### config.mk
export PLATFORM = sky130hd
export DESIGN_NAME = escape_sequence_decoder
export DESIGN_NICKNAME = d
export VERILOG_FILES = /design/src/rtl/esd_pkg.sv /design/src/rtl/escape_sequence_decoder.sv /design/src/rtl/esd_front.sv /design/src/rtl/esd_queue.sv /design/src/rtl/esd_back.sv
export SDC_FILE = /design/constraint.sdc
export NUM_CORES = 1
export LEC_CHECK = 0
export BUFFER_PORTS_ARGS = -buffer_cell sky130_fd_sc_hd__buf_2
export CORE_AREA = 2 2 187 143
export DETAILED_ROUTE_END_ITERATION = 16
export DIE_AREA = 0 0 189 145
export PLACE_DENSITY_LB_ADDON = 0.1
export SETUP_SLACK_MARGIN = 0.05
export SYNTH_ARGS = -nofsm -noshare
export SYNTH_HDL_FRONTEND = slang
export SYNTH_HIERARCHICAL = 1
export SYNTH_SLANG_ARGS = --single-unit
### constraint.sdc
create_clock -name clk -period 7.8 [get_ports clk]
set_input_delay 2.34 -clock clk [delete_from_list [all_inputs] [get_ports clk]]
set_output_delay 2.34 -clock clk [all_outputs]
set_load 0.1 [all_outputs]
### src/rtl/esd_pkg.sv
// shared types for the escape sequence decoder
package esd_pkg;

  localparam int unsigned MAX_RESULTS = 3;
  localparam int unsigned ERROR_COLUMN_BITS = 16;

  // one decoded input item as handed from front to back
  typedef struct packed {
    logic [1:0]                         count;
    logic [MAX_RESULTS-1:0][7:0]        bytes;
    logic                               is_error;
    logic [ERROR_COLUMN_BITS-1:0]       error_column;
    logic                               done;
  } job_t;

endpackage

### src/rtl/escape_sequence_decoder.sv
// top level of the string escape decoder with utf-8 encoding
//
//  channel  signals                                          direction
//  input    in_valid in_stall in_byte start_column           in (stall out)
//           first_byte end_of_text
//  output   out_valid out_stall out_byte is_error            out (stall in)
//           error_column literal_done run_last
//
// one input byte per cycle when each byte gives at most one result and out_stall is low
// a \u escape gives up to three results, one per cycle from the output register while out_stall is low
// a four-entry job queue decouples the decode front from the output back
// in_stall rises only when the queue is full; reset clears queue and decoder
module escape_sequence_decoder #(
  parameter int unsigned COLUMN_WIDTH = 16
) (
  input  logic        clk,
  input  logic        rst,
  input  logic        in_valid,
  output logic        in_stall,
  input  logic [7:0]  in_byte,
  input  logic [15:0] start_column,
  input  logic        first_byte,
  input  logic        end_of_text,
  output logic        out_valid,
  input  logic        out_stall,
  output logic [7:0]  out_byte,
  output logic        is_error,
  output logic [15:0] error_column,
  output logic        literal_done,
  output logic        run_last
);

  logic          fire;
  logic          job_valid;
  esd_pkg::job_t job;
  logic          q_ready;
  logic          q_valid;
  logic          q_pop;
  esd_pkg::job_t q_job;

  assign in_stall = !q_ready;
  assign fire     = in_valid && !in_stall;

  esd_front #(
    .COLUMN_WIDTH(COLUMN_WIDTH)
  ) u_front (
    .clk          (clk),
    .rst          (rst),
    .fire         (fire),
    .in_byte      (in_byte),
    .start_column (start_column),
    .first_byte   (first_byte),
    .end_of_text  (end_of_text),
    .job_valid    (job_valid),
    .job          (job)
  );

  esd_queue u_queue (
    .clk        (clk),
    .rst        (rst),
    .push       (fire && job_valid),
    .push_job   (job),
    .ready      (q_ready),
    .pop        (q_pop),
    .head_valid (q_valid),
    .head_job   (q_job)
  );

  esd_back u_back (
    .clk          (clk),
    .rst          (rst),
    .q_valid      (q_valid),
    .q_job        (q_job),
    .q_pop        (q_pop),
    .out_valid    (out_valid),
    .out_stall    (out_stall),
    .out_byte     (out_byte),
    .is_error     (is_error),
    .error_column (error_column),
    .literal_done (literal_done),
    .run_last     (run_last)
  );

endmodule

### src/rtl/esd_front.sv
// front stage: escape scanning, column tracking and utf-8 encoding per item
module esd_front #(
  parameter int unsigned COLUMN_WIDTH = 16
) (
  input  logic                clk,
  input  logic                rst,
  input  logic                fire,
  input  logic [7:0]          in_byte,
  input  logic [15:0]         start_column,
  input  logic                first_byte,
  input  logic                end_of_text,
  output logic                job_valid,
  output esd_pkg::job_t       job
);

  localparam int unsigned SW = (COLUMN_WIDTH > 16) ? COLUMN_WIDTH : 16;
  localparam int unsigned EW = (COLUMN_WIDTH > esd_pkg::ERROR_COLUMN_BITS) ?
                               COLUMN_WIDTH : esd_pkg::ERROR_COLUMN_BITS;

  localparam logic [7:0] CHAR_BACKSLASH = 8'h5C;
  localparam logic [7:0] CHAR_LOWER_X   = 8'h78;
  localparam logic [7:0] CHAR_LOWER_U   = 8'h75;

  typedef enum logic [1:0] {
    MODE_TEXT = 2'd0,
    MODE_ESC  = 2'd1,
    MODE_HEX  = 2'd2
  } mode_t;

  function automatic logic [8:0] simple_escape(input logic [7:0] c);
    logic [8:0] r;
    begin
      case (c)
        8'h6E:   r = {1'b1, 8'h0A};
        8'h72:   r = {1'b1, 8'h0D};
        8'h74:   r = {1'b1, 8'h09};
        8'h76:   r = {1'b1, 8'h0B};
        8'h62:   r = {1'b1, 8'h08};
        8'h30:   r = {1'b1, 8'h00};
        8'h5C:   r = {1'b1, c};
        8'h22:   r = {1'b1, c};
        8'h27:   r = {1'b1, c};
        8'h24:   r = {1'b1, c};
        default: r = {1'b0, 8'h00};
      endcase
      return r;
    end
  endfunction

  function automatic logic [4:0] hex_digit(input logic [7:0] c);
    logic [4:0] r;
    begin
      if (c >= 8'h30 && c <= 8'h39) r = {1'b1, 4'(c - 8'h30)};
      else if (c >= 8'h61 && c <= 8'h66) r = {1'b1, 4'(c - 8'h57)};
      else if (c >= 8'h41 && c <= 8'h46) r = {1'b1, 4'(c - 8'h37)};
      else r = 5'd0;
      return r;
    end
  endfunction

  mode_t                   scan_mode, mode_cur, scan_mode_next;
  logic [15:0]             hex_value, hex_cur, hex_value_next, hex_acc;
  logic [2:0]              digits_left, digits_cur, digits_left_next;
  logic                    wide_escape, wide_cur, wide_escape_next;
  logic [COLUMN_WIDTH-1:0] codepoint_count, count_cur, codepoint_count_next, count_adv;
  logic [1:0]              utf8_skip, skip_cur, utf8_skip_next, skip_adv;
  logic [COLUMN_WIDTH-1:0] escape_column, esc_cur, escape_column_next;
  logic [COLUMN_WIDTH-1:0] base_column, base_column_next;
  logic                    drop_rest, drop_cur, drop_rest_next;

  logic [SW-1:0]           start_ext;
  logic [COLUMN_WIDTH-1:0] start_sat;
  logic [COLUMN_WIDTH:0]   col_sum;
  logic [COLUMN_WIDTH-1:0] column;
  logic [COLUMN_WIDTH-1:0] err_col;
  logic [EW-1:0]           err_wide;
  logic [4:0]              digit;
  logic [8:0]              simple;
  logic [1:0]              n;
  logic [7:0]              b0, b1, b2;
  logic                    err;

  always_comb begin
    start_ext = SW'(start_column);
    if (start_ext > SW'({COLUMN_WIDTH{1'b1}})) start_sat = '1;
    else start_sat = start_ext[COLUMN_WIDTH-1:0];

    mode_cur   = first_byte ? MODE_TEXT : scan_mode;
    hex_cur    = first_byte ? 16'd0 : hex_value;
    digits_cur = first_byte ? 3'd0 : digits_left;
    wide_cur   = first_byte ? 1'b0 : wide_escape;
    count_cur  = first_byte ? '0 : codepoint_count;
    skip_cur   = first_byte ? 2'd0 : utf8_skip;
    esc_cur    = first_byte ? '0 : escape_column;
    drop_cur   = first_byte ? 1'b0 : drop_rest;
    base_column_next = first_byte ? start_sat : base_column;

    col_sum = {1'b0, base_column_next} + {1'b0, count_cur};
    column  = col_sum[COLUMN_WIDTH] ? '1 : col_sum[COLUMN_WIDTH-1:0];

    count_adv = count_cur;
    skip_adv  = skip_cur;
    if (skip_cur != 2'd0) begin
      skip_adv = skip_cur - 2'd1;
    end else begin
      if (count_cur != '1) count_adv = count_cur + COLUMN_WIDTH'(1);
      if ((in_byte & 8'hE0) == 8'hC0) skip_adv = 2'd1;
      else if ((in_byte & 8'hF0) == 8'hE0) skip_adv = 2'd2;
      else if ((in_byte & 8'hF8) == 8'hF0) skip_adv = 2'd3;
    end

    digit   = hex_digit(in_byte);
    simple  = simple_escape(in_byte);
    hex_acc = {hex_cur[11:0], digit[3:0]};

    scan_mode_next       = mode_cur;
    hex_value_next       = hex_cur;
    digits_left_next     = digits_cur;
    wide_escape_next     = wide_cur;
    codepoint_count_next = count_adv;
    utf8_skip_next       = skip_adv;
    escape_column_next   = esc_cur;
    drop_rest_next       = drop_cur;
    err_col = esc_cur;
    n   = 2'd0;
    b0  = 8'd0;
    b1  = 8'd0;
    b2  = 8'd0;
    err = 1'b0;

    if (drop_cur) begin
      codepoint_count_next = count_cur;
      utf8_skip_next       = skip_cur;
    end else begin
      case (mode_cur)
        MODE_ESC: begin
          if (in_byte == CHAR_LOWER_X || in_byte == CHAR_LOWER_U) begin
            scan_mode_next   = MODE_HEX;
            hex_value_next   = 16'd0;
            wide_escape_next = (in_byte == CHAR_LOWER_U);
            digits_left_next = (in_byte == CHAR_LOWER_U) ? 3'd4 : 3'd2;
            err = end_of_text;
          end else if (simple[8]) begin
            scan_mode_next = MODE_TEXT;
            n  = 2'd1;
            b0 = simple[7:0];
          end else begin
            err = 1'b1;
          end
        end
        MODE_HEX: begin
          if (!digit[4]) begin
            err = 1'b1;
          end else begin
            hex_value_next = hex_acc;
            if (digits_cur > 3'd1) begin
              digits_left_next = digits_cur - 3'd1;
              err = end_of_text;
            end else begin
              digits_left_next = 3'd0;
              scan_mode_next   = MODE_TEXT;
              if (!wide_cur || hex_acc < 16'h0080) begin
                n  = 2'd1;
                b0 = hex_acc[7:0];
              end else if (hex_acc < 16'h0800) begin
                n  = 2'd2;
                b0 = 8'hC0 | {3'd0, hex_acc[10:6]};
                b1 = 8'h80 | {2'd0, hex_acc[5:0]};
              end else begin
                n  = 2'd3;
                b0 = 8'hE0 | {4'd0, hex_acc[15:12]};
                b1 = 8'h80 | {2'd0, hex_acc[11:6]};
                b2 = 8'h80 | {2'd0, hex_acc[5:0]};
              end
            end
          end
        end
        default: begin
          if (in_byte != CHAR_BACKSLASH) begin
            n  = 2'd1;
            b0 = in_byte;
          end else begin
            escape_column_next = column;
            err_col            = column;
            scan_mode_next     = MODE_ESC;
            err = end_of_text;
          end
        end
      endcase
    end

    if (err) begin
      scan_mode_next = MODE_TEXT;
      drop_rest_next = 1'b1;
    end
    if (end_of_text) begin
      scan_mode_next       = MODE_TEXT;
      hex_value_next       = 16'd0;
      digits_left_next     = 3'd0;
      wide_escape_next     = 1'b0;
      codepoint_count_next = '0;
      utf8_skip_next       = 2'd0;
      escape_column_next   = '0;
      drop_rest_next       = 1'b0;
    end

    err_wide = EW'(err_col);
    job_valid          = err || (n != 2'd0);
    job.count          = err ? 2'd1 : n;
    job.bytes          = err ? '0 : {b2, b1, b0};
    job.is_error       = err;
    job.error_column   = err ? err_wide[esd_pkg::ERROR_COLUMN_BITS-1:0] : '0;
    job.done           = err || end_of_text;
  end

  always_ff @(posedge clk) begin
    if (rst) begin
      scan_mode       <= MODE_TEXT;
      hex_value       <= 16'd0;
      digits_left     <= 3'd0;
      wide_escape     <= 1'b0;
      codepoint_count <= '0;
      utf8_skip       <= 2'd0;
      escape_column   <= '0;
      base_column     <= '0;
      drop_rest       <= 1'b0;
    end else if (fire) begin
      scan_mode       <= scan_mode_next;
      hex_value       <= hex_value_next;
      digits_left     <= digits_left_next;
      wide_escape     <= wide_escape_next;
      codepoint_count <= codepoint_count_next;
      utf8_skip       <= utf8_skip_next;
      escape_column   <= escape_column_next;
      base_column     <= base_column_next;
      drop_rest       <= drop_rest_next;
    end
  end

endmodule

### src/rtl/esd_queue.sv
// short job queue between the front and back stages
module esd_queue (
  input  logic          clk,
  input  logic          rst,
  input  logic          push,
  input  esd_pkg::job_t push_job,
  output logic          ready,
  input  logic          pop,
  output logic          head_valid,
  output esd_pkg::job_t head_job
);

  localparam int unsigned DEPTH = 4;
  localparam int unsigned PW    = $clog2(DEPTH);

  esd_pkg::job_t slots [DEPTH];
  logic [PW-1:0] wr_ptr;
  logic [PW-1:0] rd_ptr;
  logic [PW:0]   count;

  assign ready      = (count != (PW+1)'(DEPTH));
  assign head_valid = (count != '0);
  assign head_job   = slots[rd_ptr];

  always_ff @(posedge clk) begin
    if (rst) begin
      wr_ptr <= '0;
      rd_ptr <= '0;
      count  <= '0;
    end else begin
      if (push) begin
        slots[wr_ptr] <= push_job;
        wr_ptr        <= wr_ptr + PW'(1);
      end
      if (pop) rd_ptr <= rd_ptr + PW'(1);
      case ({push, pop})
        2'b10:   count <= count + (PW+1)'(1);
        2'b01:   count <= count - (PW+1)'(1);
        default: count <= count;
      endcase
    end
  end

  a_count_bound: assert property (@(posedge clk) disable iff (rst)
    count <= (PW+1)'(DEPTH)) else $error("queue count past depth");

  a_no_overflow: assert property (@(posedge clk) disable iff (rst)
    push |-> (ready || pop)) else $error("push into full queue");

  a_no_underflow: assert property (@(posedge clk) disable iff (rst)
    pop |-> head_valid) else $error("pop from empty queue");

endmodule

### src/rtl/esd_back.sv
// back stage: expands each job into its result items through the output register
module esd_back (
  input  logic          clk,
  input  logic          rst,
  input  logic          q_valid,
  input  esd_pkg::job_t q_job,
  output logic          q_pop,
  output logic          out_valid,
  input  logic          out_stall,
  output logic [7:0]    out_byte,
  output logic          is_error,
  output logic [15:0]   error_column,
  output logic          literal_done,
  output logic          run_last
);

  logic [1:0] idx;
  logic       last;
  logic       load;

  assign last  = (idx == q_job.count - 2'd1);
  assign load  = q_valid && (!out_valid || !out_stall);
  assign q_pop = load && last;

  always_ff @(posedge clk) begin
    if (rst) begin
      out_valid <= 1'b0;
      idx       <= 2'd0;
    end else begin
      if (load) begin
        out_valid    <= 1'b1;
        idx          <= last ? 2'd0 : idx + 2'd1;
        out_byte     <= q_job.bytes[idx];
        is_error     <= q_job.is_error;
        error_column <= q_job.error_column;
        literal_done <= q_job.done && last;
        run_last     <= last;
      end else if (!out_stall) begin
        out_valid <= 1'b0;
      end
    end
  end

  a_job_nonempty: assert property (@(posedge clk) disable iff (rst)
    q_valid |-> (q_job.count != 2'd0)) else $error("empty job in queue");

  a_idx_in_job: assert property (@(posedge clk) disable iff (rst)
    q_valid |-> (idx < q_job.count)) else $error("result index past job");

  a_hold_when_stalled: assert property (@(posedge clk) disable iff (rst)
    (out_valid && out_stall) |=> (out_valid && $stable(out_byte) && $stable(is_error) &&
                                  $stable(error_column) && $stable(literal_done) &&
                                  $stable(run_last)))
    else $error("stalled result changed");

endmodule
Word-level counts from Yosys, hierarchy flattened
Memory sizes are Yosys's and may differ from the RTL's. A register that Yosys moved wholly into a read port is not among the register bits.
Index checks and enable logic that the tools add are counted.
Storage, ports and cells
  bits in registers: 110
  latch bits: 0
  RAM bits: 176
  bits in read-only memories: 0
  memories kept: 1
Memory list
  u_queue.slots: depth 4, width 44, read ports 1, clocked after memory_dff 1, wr ports 1, line esd_queue.sv:16  | esd_pkg::job_t slots [DEPTH];
Operators by class
  add/sub/neg operators: 13
  $mul: 0
  div/mod/pow operators: 0
  order comparisons: 11
  eq/ne operators: 24
  shift operators: 0
  muxes and demuxes: 107
  bitwise gates (word level): 1
  reduce and logical (&&, ||, !) cells: 24
Operators by type and width (count)
  16-bit two-way mux: 19
  8-bit two-way mux: 19
  8-bit by 7-bit equality test with 1-bit output (second input constant): 8
  9-bit case mux with 7 select lines: 1
  2-bit two-way mux: 25
  8-bit by 6-bit equality test with 1-bit output (second input constant): 4
  16-bit case mux with 2 select lines: 1
  24-bit two-way mux: 1
  1-bit two-way mux: 22
  3-bit two-way mux: 7
  16-bit by 16-bit adder with 17-bit output: 1
  16-bit by 1-bit adder with 16-bit output (second input constant): 1
  8-bit binary-select mux with 2-bit select: 1
  8-bit by 7-bit >= comparator with 1-bit output (second input constant): 2
  16-bit greater-than comparator (second input constant): 1
  8-bit by 7-bit less-or-equal comparator with 1-bit output (second input constant): 2
  16-bit by 12-bit < comparator with 1-bit output (second input constant): 1
  16-bit by 8-bit < comparator with 1-bit output (second input constant): 1
  16-bit inequality test (second input constant): 1
  8-bit case mux with 2 select lines: 1
  5-bit two-way mux: 3
  6-bit two-way mux: 2
  3-bit case mux with 2 select lines: 2
  8-bit by 6-bit >= comparator with 1-bit output (second input constant): 1
  other kinds (29): 53

Longest topological paths before layout
Gate-level depths: netlist of run 1.
  depth after elaboration: 18
  mapped depth: 21
  gate-level depth less buffers: 19

Cells and area by module
The synthesis of run 1 kept the hierarchy.
Modules (own cells, without submodules)
  esd_queue: times used 1, cells each 278, area each 6845.3 um^2, sequential area each 5465.2 um^2
  esd_front: times used 1, cells each 800, area each 5616.6 um^2, sequential area each 1381.3 um^2
  esd_back: times used 1, cells each 80, area each 1168.6 um^2, sequential area each 870.8 um^2
  escape_sequence_decoder: times used 1, cells each 3, area each 17.5 um^2, sequential area each 0.0 um^2

Worst setup path after synthesis of run 1
Ideal clock, no wire load.
  path kind: input -> register
  start point: input first_byte
  end point: memory u_queue/slots[0][0] in the netlist's numbering (enable)
  library setup time: 0.406 ns
  data arrival time: 6.307 ns
  data required time: 7.394 ns
  slack: 1.088 ns
  stages on the path: 15
  cell sequence: clkbuf_1 clkbuf_1 nor2b_1 ha_1 inv_1 nor4_1 o21a_1 o21bai_1 nand2_1 o31ai_1 a31o_2 and3_1 inv_1 nor2_1 and2_1
On the way
  cells in the longest elaborated chain, start to end: 14
  elaborated cells on any way between the ends: 28
  classes of those cells: 3 x order compare; 2 x eq/ne; 18 x mux; 5 x reduce/logical
RTL lines
  start, declared: line escape_sequence_decoder.sv:22  | input logic first_byte,
  16-bit two-way mux or 1-bit two-way mux (tied branches): line esd_front.sv:89, esd_front.sv:91
  16-bit by 12-bit < comparator with 1-bit output, or another cell as far along: line esd_front.sv:165  | end else if (hex_acc < 16'h0800) begin
  1-bit two-way mux or 1-bit logical OR (tied branches): line esd_front.sv:165, esd_front.sv:162
  2-bit two-way mux: line esd_front.sv:162  | if (!wide_cur || hex_acc < 16'h0080) begin
  2-bit two-way mux: line esd_front.sv:156  | if (digits_cur > 3'd1) begin
  2-bit two-way mux: line esd_front.sv:152  | if (!digit[4]) begin
  2-bit case mux with 2 select lines: line esd_front.sv:135  | case (mode_cur)
  2-bit two-way mux: line esd_front.sv:131  | if (drop_cur) begin
  2-bit nonzero test: line esd_front.sv:208  | job_valid = err || (n != 2'd0);
  1-bit logical OR *: line esd_front.sv:208
  named net job_valid: line escape_sequence_decoder.sv:34  | logic job_valid;
  1-bit logical AND *: line escape_sequence_decoder.sv:61  | .push (fire && job_valid),
  1-bit two-way mux *: line esd_queue.sv:31  | if (push) begin
  1-bit two-way mux *: line esd_queue.sv:26  | if (rst) begin
  1-bit two-way mux (not written as such) *: line esd_queue.sv:32  | slots[wr_ptr] <= push_job;
  end, declared: line esd_queue.sv:16
Mark *: on every way through the listed nets, which the timed path passes. The rest lies on a longest branch.

==> impl_results.md, run 1 <==
- Startpoint types: input pin
- Die ar.: ~27000 um2
- Drt initial violations: 1055
- CTS tree: yes
- First-pass GRT wire length: 51290 um
- Vias: around 9.5k
- CP arrival: 6.29 ns
- Library cells used by synthesis: 78
- Top cells by area, synth: edfxtp_1 45%, dfxtp_1 12%, mux4_2 6.6%, nor2_1 3.5%, nand2_1 2.8%
- CP max FO: 48
- Root Buffer: clkbuf_16
- EDFF count, synth: 203
- Crit-path max cell delay: 0.61 ns
- I/O Pins: 59
- Buffer and inverter count on the worst path: 2
- Syn Std Cell Area: approximately 14000 um2
- PostCTS Resize Cnt: 0
- Top-area cell type share of the netlist area: 0.4466
- PD cells: between 200 and 300 nW/um2
- DP Wirelength: roughly 23000 um
- Antenna fix cells: 0
- RSZ-0062 raised after global routing: false
- PortBufs: 58
- Mean routed wirelength per cell: 20.89 um
- Synth area leader: edfxtp_1
- Post-CTS setup buffers: 0
- Initial antenna violation count: 0
- ANT nets after route: 0
- YS warnings: 6
- DRC viols: 0
- Syn Area/Cell: 11.76 um2
- Die W: 189 um
- DIE HEIGHT: between 100 and 150 um
- Asr flop ratio synth: 0
- Reg-to-reg setup timing slack: approximately 3.6 ns
- Post-Route WL: 32860 um
- Total gr overflow: 0
- Slew @ Worst Pin: 1.042 ns
- Post-synth top cells: 203 x edfxtp_1, 126 x nor2_1, 103 x nand2_1
- Register area share after synthesis: 0.5655
- Worst setup margin: roughly 1.8 ns
- Share of cells above drive strength 1: 0.1603
- Clock Latency Late Sink: about 0.55 ns
- Tmin final: 6.019 ns
- Element type at the critical path end: register
- CTS Buf Count: 27
- Worst path cell trace: buf_2, buf_4, mux2_2, ha_1, a21o_1, a21oi_1, a21oi_1, o41ai_1, o21bai_1, a221oi_1, xor2_1, a211oi_1
- Nets: 1270
- Leak: ~5.1 nW
- Count leader, synth: edfxtp_1
- Detailed Routing Iterations Pass 1: 7
- Most frequent cell on the critical path: a21oi_1
- Placer Congestion: 0.9159
- CTS Hold Bufs: 0
- Vias in the first global route: 8707
- Clock Skews: around 0.025 ns
- Slowest stage cell, crit path: o41ai_1
- Worst path top cell family by delay: compound AO/OA/AOI/OAI gates
- Hold Violations, Final: 0
- Worst slew margin: 0.2875
- Kind of critical path: input pin to register
- Initial Util: 0.5334
- Max cap viols: 0
- Setup WS pre-CTS: 1.279 ns
- Critical path required time: 8.07 ns
- Synth Flop Type: edfxtp_1
- Post-synthesis register bit count: 284
- Gate Count Post-Synth: approximately 1.2k
- CTS Buffer Depth: 3
- Global Route Usage Sum: 0.2401
- Maximum vdd drop: 0.0002190 V
- Clock-pin slew on the worst setup and hold paths: 0.06 ns
- Vias/cell: a little over 6
- Final slew viol count: 0
- FILL cells: 2085
- Tot Pwr: 4.089 mW
- Outcome: completed
- Max Clk Rate: 0.1661 GHz
- Core area: 25590 um2
- Area delta synth->final: 10.72%
- Largest net degree at the start of global routing: 51
- Clk sink count: 284
- Final Cycle Share: 0.7717
- Setup Viol. Count Final: 0
- Row Count: 51
- Final hold slack: between 0.4 and 0.5 ns
- HP Class: register to register
- TNS Setup: 0 ns
- Layout Utilization: 0.5905
- H-tree Lvls: 1
-- metrics by stage --
stage / cells / area (um2)
2_1_floorplan: 1162 / 13650
3_3_place_gp: 1523 / 14260
3_5_place_dp: 1523 / 14260
4_1_cts: 1573 / 15110
5_1_grt: 1573 / 15110
6_report: 1573 / 15110
-- sequential cells by signal (all words and copies together) (netlist names), named ones only --
register,cells
u_back/idx,2
u_back/literal_done,1
u_front/base_column,16
u_front/wide_escape,1
u_front/drop_rest,1
u_front/codepoint_count,16
u_back/is_error,1
u_front/scan_mode,2
u_queue/rd_ptr,2
u_front/hex_value,12
u_queue/wr_ptr,2
u_queue/slots,176
u_back/run_last,1
u_back/out_byte,8
u_queue/count,3
u_front/escape_column,16
u_front/utf8_skip,2
u_back/error_column,16
u_front/digits_left,3
u_back/out_valid,1
-- tightest hold or removal path, delay by kind of cell, from the launching register on --
family | cells | cell delay (ns)
flops | 1 | 0.31
compound gates | 1 | 0.05
buf+inv | 1 | 0.05
-- cells in the final DEF, fill, tap and decap left out, types with 5 or more instances in the layout --
master and n:
edfxtp_1 203, nor2_1 125, nand2_1 103, dfxtp_1 79, a21oi_1 66, o21ai_0 59
buf_2 58, inv_1 41, mux4_2 40, ha_1 30, clkbuf_16 27, nor3_1 25
nor2b_1 23, nand3_1 22, buf_4 18, mux2i_1 18, mux2_2 15, a211oi_1 15
or3_1 13, a31oi_1 12, o22ai_1 12, xor2_1 11, xnor2_1 11, a21o_1 10
nand2b_1 9, o21ai_1 9, a22oi_1 9, nand4_1 7, o31ai_1 7, and3_1 6
nand3b_1 6, o21bai_1 6, a22o_1 6, and2_2 5, clkinv_1 5, clkbuf_1 5
and2_1 5, or2_2 5
-- where the power goes --
group          leakage, nW  switching [mW]  internal [mW]
registers             2.49          0.0578           1.77
logic                 2.25           0.690          0.306
clock network        0.396           0.560          0.704
-- final timing paths --
path | start | to | depth (start not counted)
setup reg to reg | u_front/scan_mode[1] | u_queue/count[2] | 19
hold / removal | u_front/escape_column[8] | u_front/escape_column[8] | 2
hold reg to reg | u_front/escape_column[8] | u_front/escape_column[8] | 2
setup / recovery | first_byte | u_queue/slots[2][16] | 12
-- layer usage --
layer / up-vias / GRT usage / routed length [um]
met5: - / 0 / 0
met3: 39 / 0.04282 / 2709
met2: 402 / 0.3313 / 13580
li1: 4433 / - / -
met1: 4633 / 0.3947 / 16030
met4: 0 / 0.04414 / 531
-- cell type report --
class | count | area [um2] | share of cell area
clock buffer | 32 | 694.4 | 0.04596
multi-input combinational | 773 | 5451 | 0.3608
timing repair buffer | 80 | 505.5 | 0.03345
clock inverter | 18 | 151.4 | 0.01002
tap | 344 | 430.4 | 0.02848
inverter | 42 | 157.7 | 0.01043
sequential | 284 | 7720 | 0.5109
-- logic make-up (layout without fill, tap and decap cells) --
| logic type | after synthesis | after routing | share of synthesized area |
|---|---|---|---|
| and+or+nand+nor | 377 | 377 | 0.1300 |
| DFF | 284 | 284 | 0.5655 |
| AOI/OAI and AO/OA | 263 | 263 | 0.1240 |
| buffers and inverters | 105 | 172 | 0.03639 |
| muxes | 77 | 77 | 0.09928 |
| adders and majority gates | 32 | 32 | 0.03044 |
| xor gates and xnor gates | 22 | 22 | 0.01412 |
| other | 1 | 2 | 0.0002748 |
(Power assumes the default switching activity.)
==> run 2, diff against run 1 <==
Clock period 7.8 ns to 5.75 ns, I/O delays scaled along.
==> run 2 against run 1 <==
Non-clock buffer count up 20. Clock skew fell by 0.014 ns. Critical path type unchanged. Sequential power grew 36%. Worst hold slack gained 0.0098 ns. Global-route usage up 0.52 points.
==> impl_results.md, run 2 (synthesis results as in run 1) <==
- Vias in the first global route: roughly 9k
- RSZ-0062 raised after global routing: false
- Die ar.: 27410 um2
- Commonest non-fill, non-tap cell in the layout: edfxtp_1
- PD cells: between 300 and 400 nW/um2
- I/O Pins: 59
- Reg2reg path depth: 17
- Worst path cell trace: buf_2, inv_1, ha_1, nand3b_1, a21boi_0, o21ai_0, a21oi_1, a211oi_1, o31ai_1, a31o_2, and3_1, inv_1, ha_1, inv_1, fa_1, xor2_1, or3_1, a21oi_1
- Clock power share: 0.308
- Initial antenna violation count: 0
- PortBufs: 58
- Global Route Usage Sum: 0.2452
- CTS Buffer Depth: 3
- Detailed Routing Iterations Pass 1: 6
- CTS Hold Bufs: 0
- Post-CTS setup buffers: 0
- Slowest stage cell, crit path: o21ai_0
- Reg-to-Reg Start: u_front/scan_mode[1]
- Largest register FFs: 176
- Initial Util: 0.5334
- TNS Setup: 0 ns
- H-tree Lvls: 1
- Row Count: 51
- Final hold slack: 0.4646 ns
- Worst slew margin: 0.2685
- Hold Violations, Final: 0
- Critical path depth: 18
- Combinational power share: 0.244
- Maximum vdd drop: 0.0003259 V
- RR Endpoint: u_queue/count[2]
- Startpoint types: input pin
- Die W: 189 um
- Area delta synth->final: 11.50%
- First-pass GRT wire length: 52580 um
- End of the critical path: u_queue/count[2]
- Largest net degree at the start of global routing: 42
- Critical path required time: 6.23 ns
- Buffer and inverter count on the worst path: 4
- Nets: 1291
- ANT nets after route: 0
- Placer Congestion: 0.9006
- Antenna fix cells: 0
- HP Class: register to register
- Crit-path max cell delay: roughly 0.57 ns
- CP Launch Point: in_byte[0]
- DIE HEIGHT: 145 um
- CTS tree: yes
- Sw Ratio: 0.3194
- Post-Route WL: about 34000 um
- Root Buffer: clkbuf_16
- DRC viols: 0
- Drt initial violations: between 800 and 900
- Core area: 25590 um2
- Clock-pin slew on the worst setup and hold paths: 0.07 ns
- Final slew viol count: 0
- Vias: around 9.6k
- Max Clk Rate: around 0.20 GHz
- Share of cells above drive strength 1: 0.1697
- Most frequent cells in the layout: 203 x edfxtp_1, 125 x nor2_1, 103 x nand2_1
- DP Wirelength: 22780 um
- Vias/cell: 6.040
- Final Cycle Share: 0.8647
- Worst path top cell family by delay: compound AO/OA/AOI/OAI gates
- Clock Skews: 0.01149 ns
- Reg-to-reg setup timing slack: roughly 1.9 ns
- Share of power burned in registers: 0.448
- CTS Buf Count: 28
- Tmin final: a little under 5 ns
- Max cap viols: 0
- FILL cells: 2084
- Element type at the critical path end: register
- Clk sink count: 284
- Kind of critical path: input pin to register
- Outcome: completed
- Leak: 5.243 nW
- Most frequent cell on the critical path: inv_1
- Mean routed wirelength per cell: about 21 um
- Setup Viol. Count Final: 0
- Total gr overflow: 0
- PostCTS Resize Cnt: 0
- CP max FO: 6
- CP arrival: approximately 5.5 ns
- Clock Latency Late Sink: 0.54 ns
- Switch Pwr: 1.777 mW
- Slew @ Worst Pin: approximately 1.1 ns
- Cell-internal power: roughly 3.8 mW
- Biggest register: u_queue/slots
## run 2: changes by cell type in the layout (fill, tap and decap cells not counted), sizes merged
| cell | before | now |
|---|---|---|
| clkbuf | 32 | 39 |
| bufinv | 2 | 1 |
| inv | 44 | 43 |
| clkinvlp | 6 | 1 |
| buf | 80 | 100 |
## run 2: per-layer routing
metal	GRT usage	wire, um	vias up
li1	-	-	4476
met1	0.3873	16230	4731
met2	0.3538	14110	381
met3	0.04765	2746	33
met4	0.04375	491	0
met5	0	0	-
## run 2: worst min path at each step
stage	start	end	slack, ns	cells past startpoint
finish	u_front/escape_column[4]	u_front/escape_column[4]	0.46	2
CTS	u_front/escape_column[7]	u_front/escape_column[7]	0.46	2
detailed placement	u_front/escape_column[14]	u_front/escape_column[14]	0.44	2
floorplan	u_front/scan_mode[1]	u_front/scan_mode[1]	0.42	2
global placement	u_front/escape_column[14]	u_front/escape_column[14]	0.44	2
global route	u_front/escape_column[8]	u_front/escape_column[8]	0.48	2
## run 2: cell type report
| type | count | area (um2) | area share |
|---|---|---|---|
| clock inverter | 11 | 77.57 | 0.005097 |
| timing repair buffer | 100 | 618.1 | 0.04062 |
| clock buffer | 39 | 763.2 | 0.05015 |
| inverter | 42 | 157.7 | 0.01036 |
| tap | 344 | 430.4 | 0.02828 |
| sequential | 284 | 7720 | 0.5073 |
| multi-input combinational | 773 | 5451 | 0.3582 |
## run 2: metrics by stage
stage               setup slack [ns]  power [mW]  area (um2)  utilization  instances
global route                  0.3837       5.791       15220       0.5947       1593
floorplan                     0.1231       3.634       13660            -       1162
CTS                           0.8524       5.609       15220       0.5947       1593
global placement              0.3458       3.889       14380       0.5619       1543
finish                        0.7778       5.563       15220       0.5947       1593
detailed placement            0.2830       3.895       14380       0.5619       1543
## run 2: worst register-to-register path: stages (launching register included)
cell and delay, ns:
dfxtp_1 0.38, nor2b_1 0.29, ha_1 0.40, inv_1 0.20
nor4_2 0.08, o21a_1 0.20, o21bai_1 0.18, nand2_1 0.11
o31ai_1 0.09, a31o_2 0.26, and3_1 0.19, inv_1 0.18
ha_1 0.22, inv_1 0.06, fa_1 0.37, xor2_1 0.15
or3_1 0.30, a21oi_1 0.13
## run 2: power by group through the flow
stage / sequential [mW] / clock (mW) / combinational [mW]
5_1_grt: 2.51 / 1.83 / 1.45
4_1_cts: 2.50 / 1.75 / 1.36
6_report: 2.49 / 1.71 / 1.36
3_5_place_dp: 2.54 / 0 / 1.36
2_1_floorplan: 2.88 / 0 / 0.750
3_3_place_gp: 2.53 / 0 / 1.36
